`src/rtl/wdq_pkg.sv`:
```
// Shared types and constants of the work dispatch queue.
package wdq_pkg;

    localparam int unsigned MAX_PROCS  = 16;
    localparam int unsigned WAIT_AW    = 4;
    localparam int unsigned WAIT_FW    = 5;
    localparam int unsigned DESC_WIDTH = 32;
    localparam int unsigned SRC_W      = 4;
    localparam int unsigned QLEN_W     = 7;
    localparam int unsigned QNUM_W     = 32;
    localparam int unsigned CNT_W      = 5;

    // Operation codes
    localparam logic [1:0] OP_INFO_RQST = 2'd0;
    localparam logic [1:0] OP_WORK_SEND = 2'd1;
    localparam logic [1:0] OP_WORK_RQST = 2'd2;
    localparam logic [1:0] OP_END       = 2'd3;

    // Result kinds
    localparam logic [1:0] KIND_INFO     = 2'd0;
    localparam logic [1:0] KIND_DELIVER  = 2'd1;
    localparam logic [1:0] KIND_END      = 2'd2;
    localparam logic [1:0] KIND_OVERFLOW = 2'd3;

    typedef struct packed {
        logic [1:0]            op;
        logic [SRC_W-1:0]      source;
        logic [DESC_WIDTH-1:0] payload;
    } cmd_t;

    typedef struct packed {
        logic [1:0]            kind;
        logic [SRC_W-1:0]      dest;
        logic [DESC_WIDTH-1:0] work_desc;
        logic [QLEN_W-1:0]     queue_length;
        logic [QNUM_W-1:0]     query_number;
        logic                  last;
    } rsp_t;

endpackage

```
`src/rtl/work_dispatch_queue.sv`:
```
// Work dispatch queue: work and idle-worker FIFOs in memory, end-notice sequencer.
//
//  channel | signals                       | role
//  --------+-------------------------------+-----------------------------------
//  cmd     | cmd_valid, cmd_stall, cmd     | op / source / payload in
//  rsp     | rsp_valid, rsp_stall, rsp     | kind / dest / desc / info out
//  cfg     | cfg_valid, cfg_ready, cfg_data| process_count write, always ready
//
// An item passes through the accept cycle, in which both FIFO memories
// register the word at their head, and a read-modify-write cycle that
// updates the heads, fill counts and memory tails. The end sequence then
// sends one end notice per cycle unless rsp stalls, process_count - 1 of them.
// A stall on rsp holds the execute cycle until the output register frees up.
// No clearing pass after reset: only entries within the fill counts are ever read.
module work_dispatch_queue #(
    parameter int unsigned WORK_DEPTH = 64
) (
    input  logic                      clk,
    input  logic                      rst_n,
    input  logic                      cmd_valid,
    output logic                      cmd_stall,
    input  wdq_pkg::cmd_t             cmd,
    output logic                      rsp_valid,
    input  logic                      rsp_stall,
    output wdq_pkg::rsp_t             rsp,
    input  logic                      cfg_valid,
    output logic                      cfg_ready,
    input  logic [wdq_pkg::CNT_W-1:0] cfg_data
);
    import wdq_pkg::*;

    localparam int unsigned WORK_AW = (WORK_DEPTH > 1) ? $clog2(WORK_DEPTH) : 1;
    localparam int unsigned WORK_FW = $clog2(WORK_DEPTH + 1);

    typedef enum logic [3:0] {
        ST_IDLE = 4'b0001,
        ST_EXEC = 4'b0010,
        ST_END  = 4'b0100,
        ST_DONE = 4'b1000
    } state_t;

    // Storage
    logic [DESC_WIDTH-1:0] work_mem [WORK_DEPTH];
    logic [SRC_W-1:0]      wait_mem [MAX_PROCS];

    state_t                state_reg, state_next;
    cmd_t                  cmd_reg;
    logic [WORK_AW-1:0]    work_head_reg, work_head_next;
    logic [WORK_FW-1:0]    work_fill_reg, work_fill_next;
    logic [WAIT_AW-1:0]    wait_head_reg, wait_head_next;
    logic [WAIT_FW-1:0]    wait_fill_reg, wait_fill_next;
    logic [QNUM_W-1:0]     qnum_reg, qnum_next;
    logic [CNT_W-1:0]      pcount_reg;
    logic [SRC_W-1:0]      end_id_reg, end_id_next;
    logic [DESC_WIDTH-1:0] work_rd_reg;
    logic [SRC_W-1:0]      wait_rd_reg;
    logic                  rsp_valid_reg, rsp_valid_next;
    rsp_t                  rsp_reg, rsp_next;

    // Memory write controls
    logic                  work_we;
    logic [WORK_AW-1:0]    work_waddr;
    logic                  wait_we;
    logic [WAIT_AW-1:0]    wait_waddr;

    logic                  cmd_xfer;
    logic                  rsp_free;
    logic                  rsp_load;
    logic [CNT_W-1:0]      count_eff;
    logic [CNT_W-1:0]      count_m1;
    logic [WORK_AW:0]      work_tail_sum;
    logic [WORK_AW-1:0]    work_tail;
    logic [WORK_AW-1:0]    work_head_inc;
    logic [WAIT_FW-1:0]    wait_fill_q;
    logic                  end_last;

    assign cmd_stall = !((state_reg == ST_IDLE) || (state_reg == ST_DONE));
    assign cmd_xfer  = cmd_valid && !cmd_stall;
    assign cfg_ready = 1'b1;
    assign rsp_valid = rsp_valid_reg;
    assign rsp       = rsp_reg;
    assign rsp_free  = !rsp_valid_reg || !rsp_stall;

    // Clamp the process count to the supported range.
    always_comb
    begin
        priority if (pcount_reg < CNT_W'(2))
        begin
            count_eff = CNT_W'(2);
        end
        else if (pcount_reg > CNT_W'(MAX_PROCS))
        begin
            count_eff = CNT_W'(MAX_PROCS);
        end
        else
        begin
            count_eff = pcount_reg;
        end
    end
    assign count_m1 = count_eff - CNT_W'(1);
    assign end_last = ({1'b0, end_id_reg} == count_m1);

    // Tail of the work ring: head plus fill, wrapped once.
    always_comb
    begin
        work_tail_sum = (WORK_AW + 1)'(work_head_reg) + (WORK_AW + 1)'(work_fill_reg);
        if (work_tail_sum >= (WORK_AW + 1)'(WORK_DEPTH))
        begin
            work_tail_sum = work_tail_sum - (WORK_AW + 1)'(WORK_DEPTH);
        end
        work_tail = work_tail_sum[WORK_AW-1:0];
    end
    assign work_head_inc = (work_head_reg == WORK_AW'(WORK_DEPTH - 1)) ?
                           '0 : work_head_reg + WORK_AW'(1);

    // Waiter fill after queuing the requester; a full queue drops the id.
    assign wait_fill_q = (wait_fill_reg < WAIT_FW'(MAX_PROCS)) ?
                         wait_fill_reg + WAIT_FW'(1) : wait_fill_reg;

    always_comb
    begin
        state_next     = state_reg;
        work_head_next = work_head_reg;
        work_fill_next = work_fill_reg;
        wait_head_next = wait_head_reg;
        wait_fill_next = wait_fill_reg;
        qnum_next      = qnum_reg;
        end_id_next    = end_id_reg;
        rsp_load       = 1'b0;
        rsp_next       = '0;
        work_we        = 1'b0;
        work_waddr     = work_tail;
        wait_we        = 1'b0;
        wait_waddr     = wait_head_reg + wait_fill_reg[WAIT_AW-1:0];

        unique case (state_reg)
            ST_IDLE:
            begin
                if (cmd_xfer)
                begin
                    state_next = ST_EXEC;
                end
            end
            ST_EXEC:
            begin
                // Hold until the output register can take a result.
                if (rsp_free)
                begin
                    state_next = ST_IDLE;
                    unique case (cmd_reg.op)
                        OP_INFO_RQST:
                        begin
                            rsp_load              = 1'b1;
                            rsp_next.kind         = KIND_INFO;
                            rsp_next.dest         = cmd_reg.source;
                            rsp_next.queue_length = QLEN_W'(work_fill_reg);
                            rsp_next.query_number = qnum_reg;
                            rsp_next.last         = 1'b1;
                            qnum_next             = qnum_reg + QNUM_W'(1);
                        end
                        OP_WORK_SEND:
                        begin
                            priority if (wait_fill_reg != '0)
                            begin
                                // Hand straight to the oldest waiting worker.
                                rsp_load           = 1'b1;
                                rsp_next.kind      = KIND_DELIVER;
                                rsp_next.dest      = wait_rd_reg;
                                rsp_next.work_desc = cmd_reg.payload;
                                rsp_next.last      = 1'b1;
                                wait_head_next     = wait_head_reg + WAIT_AW'(1);
                                wait_fill_next     = wait_fill_reg - WAIT_FW'(1);
                            end
                            else if (work_fill_reg == WORK_FW'(WORK_DEPTH))
                            begin
                                // Drop the descriptor and flag overflow.
                                rsp_load      = 1'b1;
                                rsp_next.kind = KIND_OVERFLOW;
                                rsp_next.dest = cmd_reg.source;
                                rsp_next.last = 1'b1;
                            end
                            else
                            begin
                                work_we        = 1'b1;
                                work_fill_next = work_fill_reg + WORK_FW'(1);
                            end
                        end
                        OP_WORK_RQST:
                        begin
                            if (work_fill_reg != '0)
                            begin
                                rsp_load           = 1'b1;
                                rsp_next.kind      = KIND_DELIVER;
                                rsp_next.dest      = cmd_reg.source;
                                rsp_next.work_desc = work_rd_reg;
                                rsp_next.last      = 1'b1;
                                work_head_next     = work_head_inc;
                                work_fill_next     = work_fill_reg - WORK_FW'(1);
                            end
                            else
                            begin
                                wait_we        = (wait_fill_reg < WAIT_FW'(MAX_PROCS));
                                wait_fill_next = wait_fill_q;
                                if (wait_fill_q >= count_m1)
                                begin
                                    state_next  = ST_END;
                                    end_id_next = SRC_W'(1);
                                end
                            end
                        end
                        default:
                        begin
                            // Unused op: drop it.
                        end
                    endcase
                end
            end
            ST_END:
            begin
                if (rsp_free)
                begin
                    rsp_load      = 1'b1;
                    rsp_next.kind = KIND_END;
                    rsp_next.dest = end_id_reg;
                    rsp_next.last = end_last;
                    if (end_last)
                    begin
                        state_next = ST_DONE;
                    end
                    else
                    begin
                        end_id_next = end_id_reg + SRC_W'(1);
                    end
                end
            end
            ST_DONE:
            begin
                // Swallow every transfer until reset.
            end
            default:
            begin
                state_next = ST_IDLE;
            end
        endcase
    end

    always_comb
    begin
        if (rsp_load)
        begin
            rsp_valid_next = 1'b1;
        end
        else if (!rsp_stall)
        begin
            rsp_valid_next = 1'b0;
        end
        else
        begin
            rsp_valid_next = rsp_valid_reg;
        end
    end

    // Control state
    always_ff @(posedge clk or negedge rst_n)
    begin
        if (!rst_n)
        begin
            state_reg     <= ST_IDLE;
            work_head_reg <= '0;
            work_fill_reg <= '0;
            wait_head_reg <= '0;
            wait_fill_reg <= '0;
            qnum_reg      <= '0;
            pcount_reg    <= CNT_W'(MAX_PROCS);
            end_id_reg    <= '0;
            rsp_valid_reg <= 1'b0;
        end
        else
        begin
            state_reg     <= state_next;
            work_head_reg <= work_head_next;
            work_fill_reg <= work_fill_next;
            wait_head_reg <= wait_head_next;
            wait_fill_reg <= wait_fill_next;
            qnum_reg      <= qnum_next;
            end_id_reg    <= end_id_next;
            rsp_valid_reg <= rsp_valid_next;
            if (cfg_valid && cfg_ready)
            begin
                pcount_reg <= cfg_data;
            end
        end
    end

    // Payload registers
    always_ff @(posedge clk)
    begin
        if (cmd_xfer)
        begin
            cmd_reg <= cmd;
        end
        if (rsp_load)
        begin
            rsp_reg <= rsp_next;
        end
    end

    // Memories: read the heads every cycle, write the tails on enqueue.
    // The execute cycle always follows an accept cycle, so the registered
    // head words already reflect the previous item's updates.
    always_ff @(posedge clk)
    begin
        work_rd_reg <= work_mem[work_head_reg];
        if (work_we)
        begin
            work_mem[work_waddr] <= cmd_reg.payload;
        end
    end

    always_ff @(posedge clk)
    begin
        wait_rd_reg <= wait_mem[wait_head_reg];
        if (wait_we)
        begin
            wait_mem[wait_waddr] <= cmd_reg.source;
        end
    end

    // Checks
    a_work_fill_bound: assert property (@(posedge clk) disable iff (!rst_n)
        work_fill_reg <= WORK_FW'(WORK_DEPTH))
        else $error("work fill exceeds depth");

    a_wait_fill_bound: assert property (@(posedge clk) disable iff (!rst_n)
        wait_fill_reg <= WAIT_FW'(MAX_PROCS))
        else $error("waiter fill exceeds depth");

    a_done_sticky: assert property (@(posedge clk) disable iff (!rst_n)
        (state_reg == ST_DONE) |=> (state_reg == ST_DONE))
        else $error("left done state");

    a_load_only_when_free: assert property (@(posedge clk) disable iff (!rst_n)
        rsp_load |-> (rsp_free && ((state_reg == ST_EXEC) || (state_reg == ST_END))))
        else $error("result loaded over a pending result");

endmodule

```
`config.mk`:
```
export PLATFORM = sky130hd
export DESIGN_NAME = work_dispatch_queue
export DESIGN_NICKNAME = d
export VERILOG_FILES = /design/src/rtl/wdq_pkg.sv /design/src/rtl/work_dispatch_queue.sv
export SDC_FILE = /design/constraint.sdc
export NUM_CORES = 2
export LEC_CHECK = 0
export BUFFER_PORTS_ARGS = -buffer_cell sky130_fd_sc_hd__buf_2
export CORE_ASPECT_RATIO = 0.75
export CORE_MARGIN = 1.5
export CORE_UTILIZATION = 50
export CTS_CLUSTER_DIAMETER = 150
export DETAILED_ROUTE_END_ITERATION = 10
export GPL_ROUTABILITY_DRIVEN = 1
export PLACE_DENSITY = 0.66
export SLEW_MARGIN = 20
export SYNTH_ARGS = -nofsm -noshare
export SYNTH_HDL_FRONTEND = slang
export SYNTH_SLANG_ARGS = --single-unit
export TNS_END_PERCENT = 30
```
`constraint.sdc`:
```
create_clock -name clk -period 4.4 [get_ports clk]
set_clock_uncertainty 0.05 [all_clocks]
set_input_delay 0.22 -clock clk [delete_from_list [all_inputs] [get_ports clk]]
set_output_delay 0.22 -clock clk [all_outputs]
set_load 0.02 [all_outputs]
```
# ---- Yosys cells after proc, flatten, opt, wreduce, memory -nomap -nowiden
# Memory sizes are Yosys's and may differ from the RTL's. A register that Yosys moved wholly into a read port is not among the register bits.
# Index checks and enable logic that the tools add are counted.
dict set report totals {
  reg_bits 184
  output_inout_bits 81
  elab_cells 141
  n_memories 2
  inputBits 48
  mem_bits_rw 2112
}
dict set report op_classes {
  eq_ne 23
  n_addsub 12
  bitwise 1
  n_reduce_logical 19
  n_mux 61
  n_lt_le_gt_ge 5
}
# name depth word_bits read_ports rd_ports_with_merged_regs write_ports line
set mem_list {}
lappend mem_list {work_mem 64 32 1 1 1 work_dispatch_queue.sv:43} ;# logic [DESC_WIDTH-1:0] work_mem [WORK_DEPTH];
lappend mem_list {wait_mem 16 4 1 1 1 work_dispatch_queue.sv:44} ;# logic [SRC_W-1:0] wait_mem [MAX_PROCS];
# op n
set ops {}
lappend ops {{78-bit two-way mux} 1}
lappend ops {{32-bit one-hot mux with 2 select lines} 1}
lappend ops {{4-bit two-way mux} 10}
lappend ops {{39-bit two-way mux} 1}
lappend ops {{37-bit two-way mux} 1}
lappend ops {{32-bit by 1-bit adder with 32-bit output, second input constant} 1}
lappend ops {{32-bit two-way mux} 1}
lappend ops {{6-bit two-way mux} 5}
lappend ops {{5-bit two-way mux} 5}
lappend ops {{2-bit != test, second input constant} 12}
lappend ops {{1-bit two-way mux} 21}
lappend ops {{7-bit two-way mux} 3}
lappend ops {{6-bit one-hot mux with 3 select lines} 1}
lappend ops {{4-bit one-hot mux with 4 select lines} 1}
lappend ops {{7-bit one-hot mux with 2 select lines} 1}
lappend ops {{6-bit one-hot mux with 2 select lines} 1}
lappend ops {{5-bit one-hot mux with 2 select lines} 1}
lappend ops {{5-bit AND reduction} 2}
lappend ops {{5-bit by 1-bit subtractor with 5-bit output, second input constant} 2}
lappend ops {{3-bit two-way mux} 3}
lappend ops {{4-bit by 1-bit adder with 4-bit output, second input constant} 2}
lappend ops {{4-bit one-hot mux with 2 select lines} 1}
lappend ops {{4-bit AND reduction} 2}
lappend ops {{6-bit by 7-bit adder with 7-bit output} 1}
lappend ops {{35 further kinds} 41}

# ---- Depth between registers and ports, before layout
dict set report depth {
  ltp_word 10
  depth_mapped 12
  mapped_depth_nobuf 11
}

# ---- Worst setup path before layout
# OpenSTA, ideal clock, no wires.
dict set report synth_timing {
  kind {register to register}
  startpoint {register wait_fill_reg[0]}
  endpoint {memory work_mem[31][0], enable pin}
  stages_incl_launch_ff 9
  required_time_ns 3.929
  n_path_buf 0
  setup_ns 0.421
  setup_slack_ns 0.651
  t_arrival_ns 3.278
  synth_period_minus_slack_ns 3.749
  path_cell_list {dfrtp_1 inv_1 ha_1 nand2b_1 nor3_1 nand2_1 nor4b_1 nand3_1 nor2_1}
}
dict set report synth_via {
  elab_chain_cells 7
}
# item line
set synth_lines {}
lappend synth_lines {{start: declaration} work_dispatch_queue.sv:51} ;# logic [WAIT_FW-1:0] wait_fill_reg, wait_fill_next;
lappend synth_lines {{start signal: assignment} work_dispatch_queue.sv:284} ;# wait_fill_reg <= wait_fill_next;
lappend synth_lines {{5-bit nonzero test} work_dispatch_queue.sv:163} ;# priority if (wait_fill_reg != '0)
lappend synth_lines {{1-bit two-way mux} work_dispatch_queue.sv:163}
lappend synth_lines {{1-bit two-way mux} work_dispatch_queue.sv:150} ;# unique case (cmd_reg.op)
lappend synth_lines {{1-bit two-way mux} work_dispatch_queue.sv:147} ;# if (rsp_free)
lappend synth_lines {{1-bit two-way mux} work_dispatch_queue.sv:136} ;# unique case (state_reg)
lappend synth_lines {{1-bit two-way mux} work_dispatch_queue.sv:314} ;# if (work_we)
lappend synth_lines {{1-bit two-way mux (not written as such)} work_dispatch_queue.sv:316} ;# work_mem[work_waddr] <= cmd_reg.payload;
lappend synth_lines {{end: declaration} work_dispatch_queue.sv:43}
# No other way between the ends.

==> run_results.csv <==
group,metric,value,unit
placed_design,port_buffers,127,
run_status,outcome,"finished clean",
logic_synthesis,synth_edf_count,2228,
critical_path,arrival,4.70,ns
pwr,p_comb_share,23.5,%
route,first_pass_iters,6,
logic_synthesis,netlist_instances,4319,
global_route,grt_overflow,0,
logic_synthesis,synth.area.top_cells,"edfxtp_1 75%, mux4_2 11%, mux2i_1 3.0%",
logic_synthesis,yosysUniqueCellTypes,67,
critical_path,cp.required,4.99,ns
route,detail-route-antenna-nets,0,
pwr,static-leakage-power,33.0,nW
floorplan,core_area,178000,sq um
logic_synthesis,ys_seq_area_share,77.5,%
logic_synthesis,ys_ff_latch,2332,
route,wirelength,240000,microns
route,wl_per_cell,32.8,microns
floorplan,die_area,181000,sq um
sta,drv_slew,0,
pwr,sw_frac_of_total,28.9,%
final_layout,synthToLayoutAreaGrowth,14.9,%
logic_synthesis,synth_nets,4399,
sta,finalSetupTns,0,ns
final_layout,nets,4864,
placed_design,gp_congestion,0.903,
clocking,cts_resized,0,
clocking,cts_tree,"built",
critical_path,crit_chain,"buf_12, buf_12, buf_4, mux4_2, mux2_2, a221oi_1, nor4_1",
logic_synthesis,synth_ff_type,"edfxtp_1",
final_layout,layout.cells.non_filler,7340,
global_route,grt_max_degree,111,
sta,hold-worst-slack,0.0268,ns
logic_synthesis,async_flop_share,2.92,%
logic_synthesis,synth_commonest_cells,"2228 x edfxtp_1, 427 x mux4_2, 271 x mux2i_1, 180 x nor2_1, 108 x o22ai_1",
clocking,cts_max_path_buffers,3,
final_layout,fillers,12800,
sta,relSlewSlack,16.1,%
final_layout,multi_input_area,19600,sq um
critical_path,path_max_fanout,61,
logic_synthesis,mappedNetlistArea,89500,sq um
critical_path,worstSetupStartpointType,"flip-flop",
job,drv_cap,0,
route,vias,46300,
critical_path,path_common_cell,"buf_12",
sta,finalSetupViolCount,0,
global_route,grt_first_pass_wirelength,339000,microns
floorplan,fp.dieW,491,microns
floorplan,io_pins,129,
critical_path,critPathMaxStageDelay,1.02,ns
sta,rsz0062_at_grt,"false",
logic_synthesis,ys_warn_count,0,
pwr,p_per_area,549,nW/um^2
critical_path,crit_family,"buffers and inverters",
final_layout,fin_area,103000,sq um
placed_design,hpwl,151000,microns
critical_path,end_kind,"flip-flop",
critical_path,critPathSlowestCell,"a221oi_1",
logic_synthesis,synthesis.area_per_instance,20.7,sq um
global_route,antenna_found_initial,14,
critical_path,critical_path_class,"reg2reg",
route,avgViaCountPerCell,6.31,
clocking,clk_latency,0.85,ns
pwr,p_seq_share,44.8,%
clocking,ctsHtreeMaxLevel,4,
pwr,power_switching,16.3,mW
floorplan,start_util,50.3,%
sta,tightest_slew,1.26,ns
final_layout,seq_area,69300,sq um
logic_synthesis,yosys.area.top_type,"edfxtp_1",
pwr,vdd_drop_max,0.546,mV
global_route,grt_usage,26.5,%
floorplan,die_h,369,microns
floorplan,num_rows,134,
clocking,cts_root_buffer,"clkbuf_16",
final_layout,drive_gt1_share,25.1,%
clocking,cts.sinks,2332,
pwr,p_clk_share,31.7,%
placed_design,dp.cells,6878,
critical_path,crit_buf_inv,3,
final_layout,largest_reg_flops,2048,
route,first_iter_violations,7487,
clocking,clk_pin_slew,0.06,ns
logic_synthesis,yosysMostFrequentCell,"edfxtp_1",
placed_design,dpl-instance-area,95400,sq um
sta,hold_viol_final,0,
clocking,cts_inserted_buffers,205,
global_route,grt_pass1_vias,44400,
pwr,p_int,40.2,mW
sta,fin_crit,4.10,ns
logic_synthesis,synth_top_cell_area_share,74.8,%
min_path,hold_class,"in2async",
sta,max_clock_freq,0.244,GHz
route,route.detailed.drc,0,
sta,min_period_over_period,93.2,%
==> power groups by stage <==
| stage | Combinational [mW] | Sequential, mW | Clock (mW) |
|---|---|---|---|
| after detailed placement | 13.1 | 25.7 | 0 |
| after CTS | 13.2 | 25.3 | 18.1 |
| after global routing | 13.9 | 25.3 | 18.9 |
| after floorplan | 8.30 | 25.7 | 0 |
| final | 13.3 | 25.3 | 17.9 |
| after global placement | 13.0 | 25.7 | 0 |
==> worst reg2reg max path, stage by stage, from the launching register on <==
cell      delay (ns)
dfrtp_4         0.42
buf_12          0.29
buf_12          0.44
buf_4           0.60
mux4_2          0.59
mux2_2          0.30
a221oi_1        1.02
nor4_1          0.19
==> layout by cell type, fill, tap and decap left out, types with 26 or more instances in the layout <==
cell type	count
nor3_1	28
dfxtp_1	36
dfrtp_1	61
o21ai_0	45
nand2_1	90
nand3_1	30
and2_1	42
clkinv_2	35
mux4_2	427
buf_2	127
dlygate4sd3_1	79
clkinv_1	31
edfxtp_1	2228
nor2_1	114
o221ai_1	36
clkbuf_1	60
a21oi_1	54
clkbuf_16	211
nor2_4	66
ha_1	29
xnor2_1	45
buf_12	56
a211oi_1	26
o22ai_1	108
buf_4	214
mux2i_1	271
a22oi_1	73
==> layout make-up <==
class / instances / share of cell area [%]
inverter: 22 / 0.0803
clock inverter: 96 / 0.883
clock buffer: 285 / 5.54
timing repair buffer: 478 / 4.06
antenna: 2 / 0.00487
tap: 2380 / 2.90
sequential: 2332 / 67.4
multi-input combinational: 1745 / 19.1
==> worst paths after layout <==
path | startpoint | to | slack [ns] | cells after the start
max | work_head_reg[0]$_DFFE_PN0P_ | work_rd_reg[16]$_DFF_P_ | 0.30 | 7
min | rst_n | qnum_reg[10]$_DFFE_PN0P_ | 0.03 | 2
max reg2reg | work_head_reg[0]$_DFFE_PN0P_ | work_rd_reg[16]$_DFF_P_ | 0.30 | 7
min reg2reg | qnum_reg[31]$_DFFE_PN0P_ | qnum_reg[31]$_DFFE_PN0P_ | 0.42 | 1
max in group asynchronous | rst_n | work_head_reg[0]$_DFFE_PN0P_ | 3.54 | 2
min in group clk | cmd[16] | cmd_reg[16]$_DFFE_PP_ | 0.05 | 2
==> through the flow <==
stage | total power, mW | utilization, % | worst slack (ns)
floorplan | 34.0 | - | 0.651
global placement | 38.7 | 53.6 | -0.816
detailed placement | 38.9 | 53.6 | 0.407
CTS | 56.6 | 57.8 | 0.362
global route | 58.1 | 57.8 | 0.279
finish | 56.5 | 57.8 | 0.299
==> what timing repair did <==
item                                   CTS  global route
setup buffers                            0             0
endpoints found under the hold margin  128             0
hold buffers                            79             0
==> kinds of logic (layout without fill, tap and decap cells) <==
logic type,count (synthesis),after routing,synth area share (%)
other,1,3,0.00419
buffers and inverters,242,881,1.27
XOR/XNOR,63,63,0.617
AO/OA/AOI/OAI,450,450,3.52
adder cells (fa/ha/maj),32,32,0.473
multiplexers,720,720,14.1
flip-flops,2332,2332,77.5
AND/OR/NAND/NOR,479,479,2.56
==> per-layer routing <==
layer | share of wire (%) | wire [microns] | GRT usage, % | up-vias
li1 | - | - | - | 18900
met1 | 42 | 100000 | 40.8 | 24400
met2 | 44 | 106000 | 37.9 | 2722
met3 | 12 | 27900 | 6.31 | 327
met4 | 2.7 | 6530 | 7.51 | 6
met5 | 0.019 | 46 | 0 | -
No activity file was read; power rests on OpenSTA's default activity.
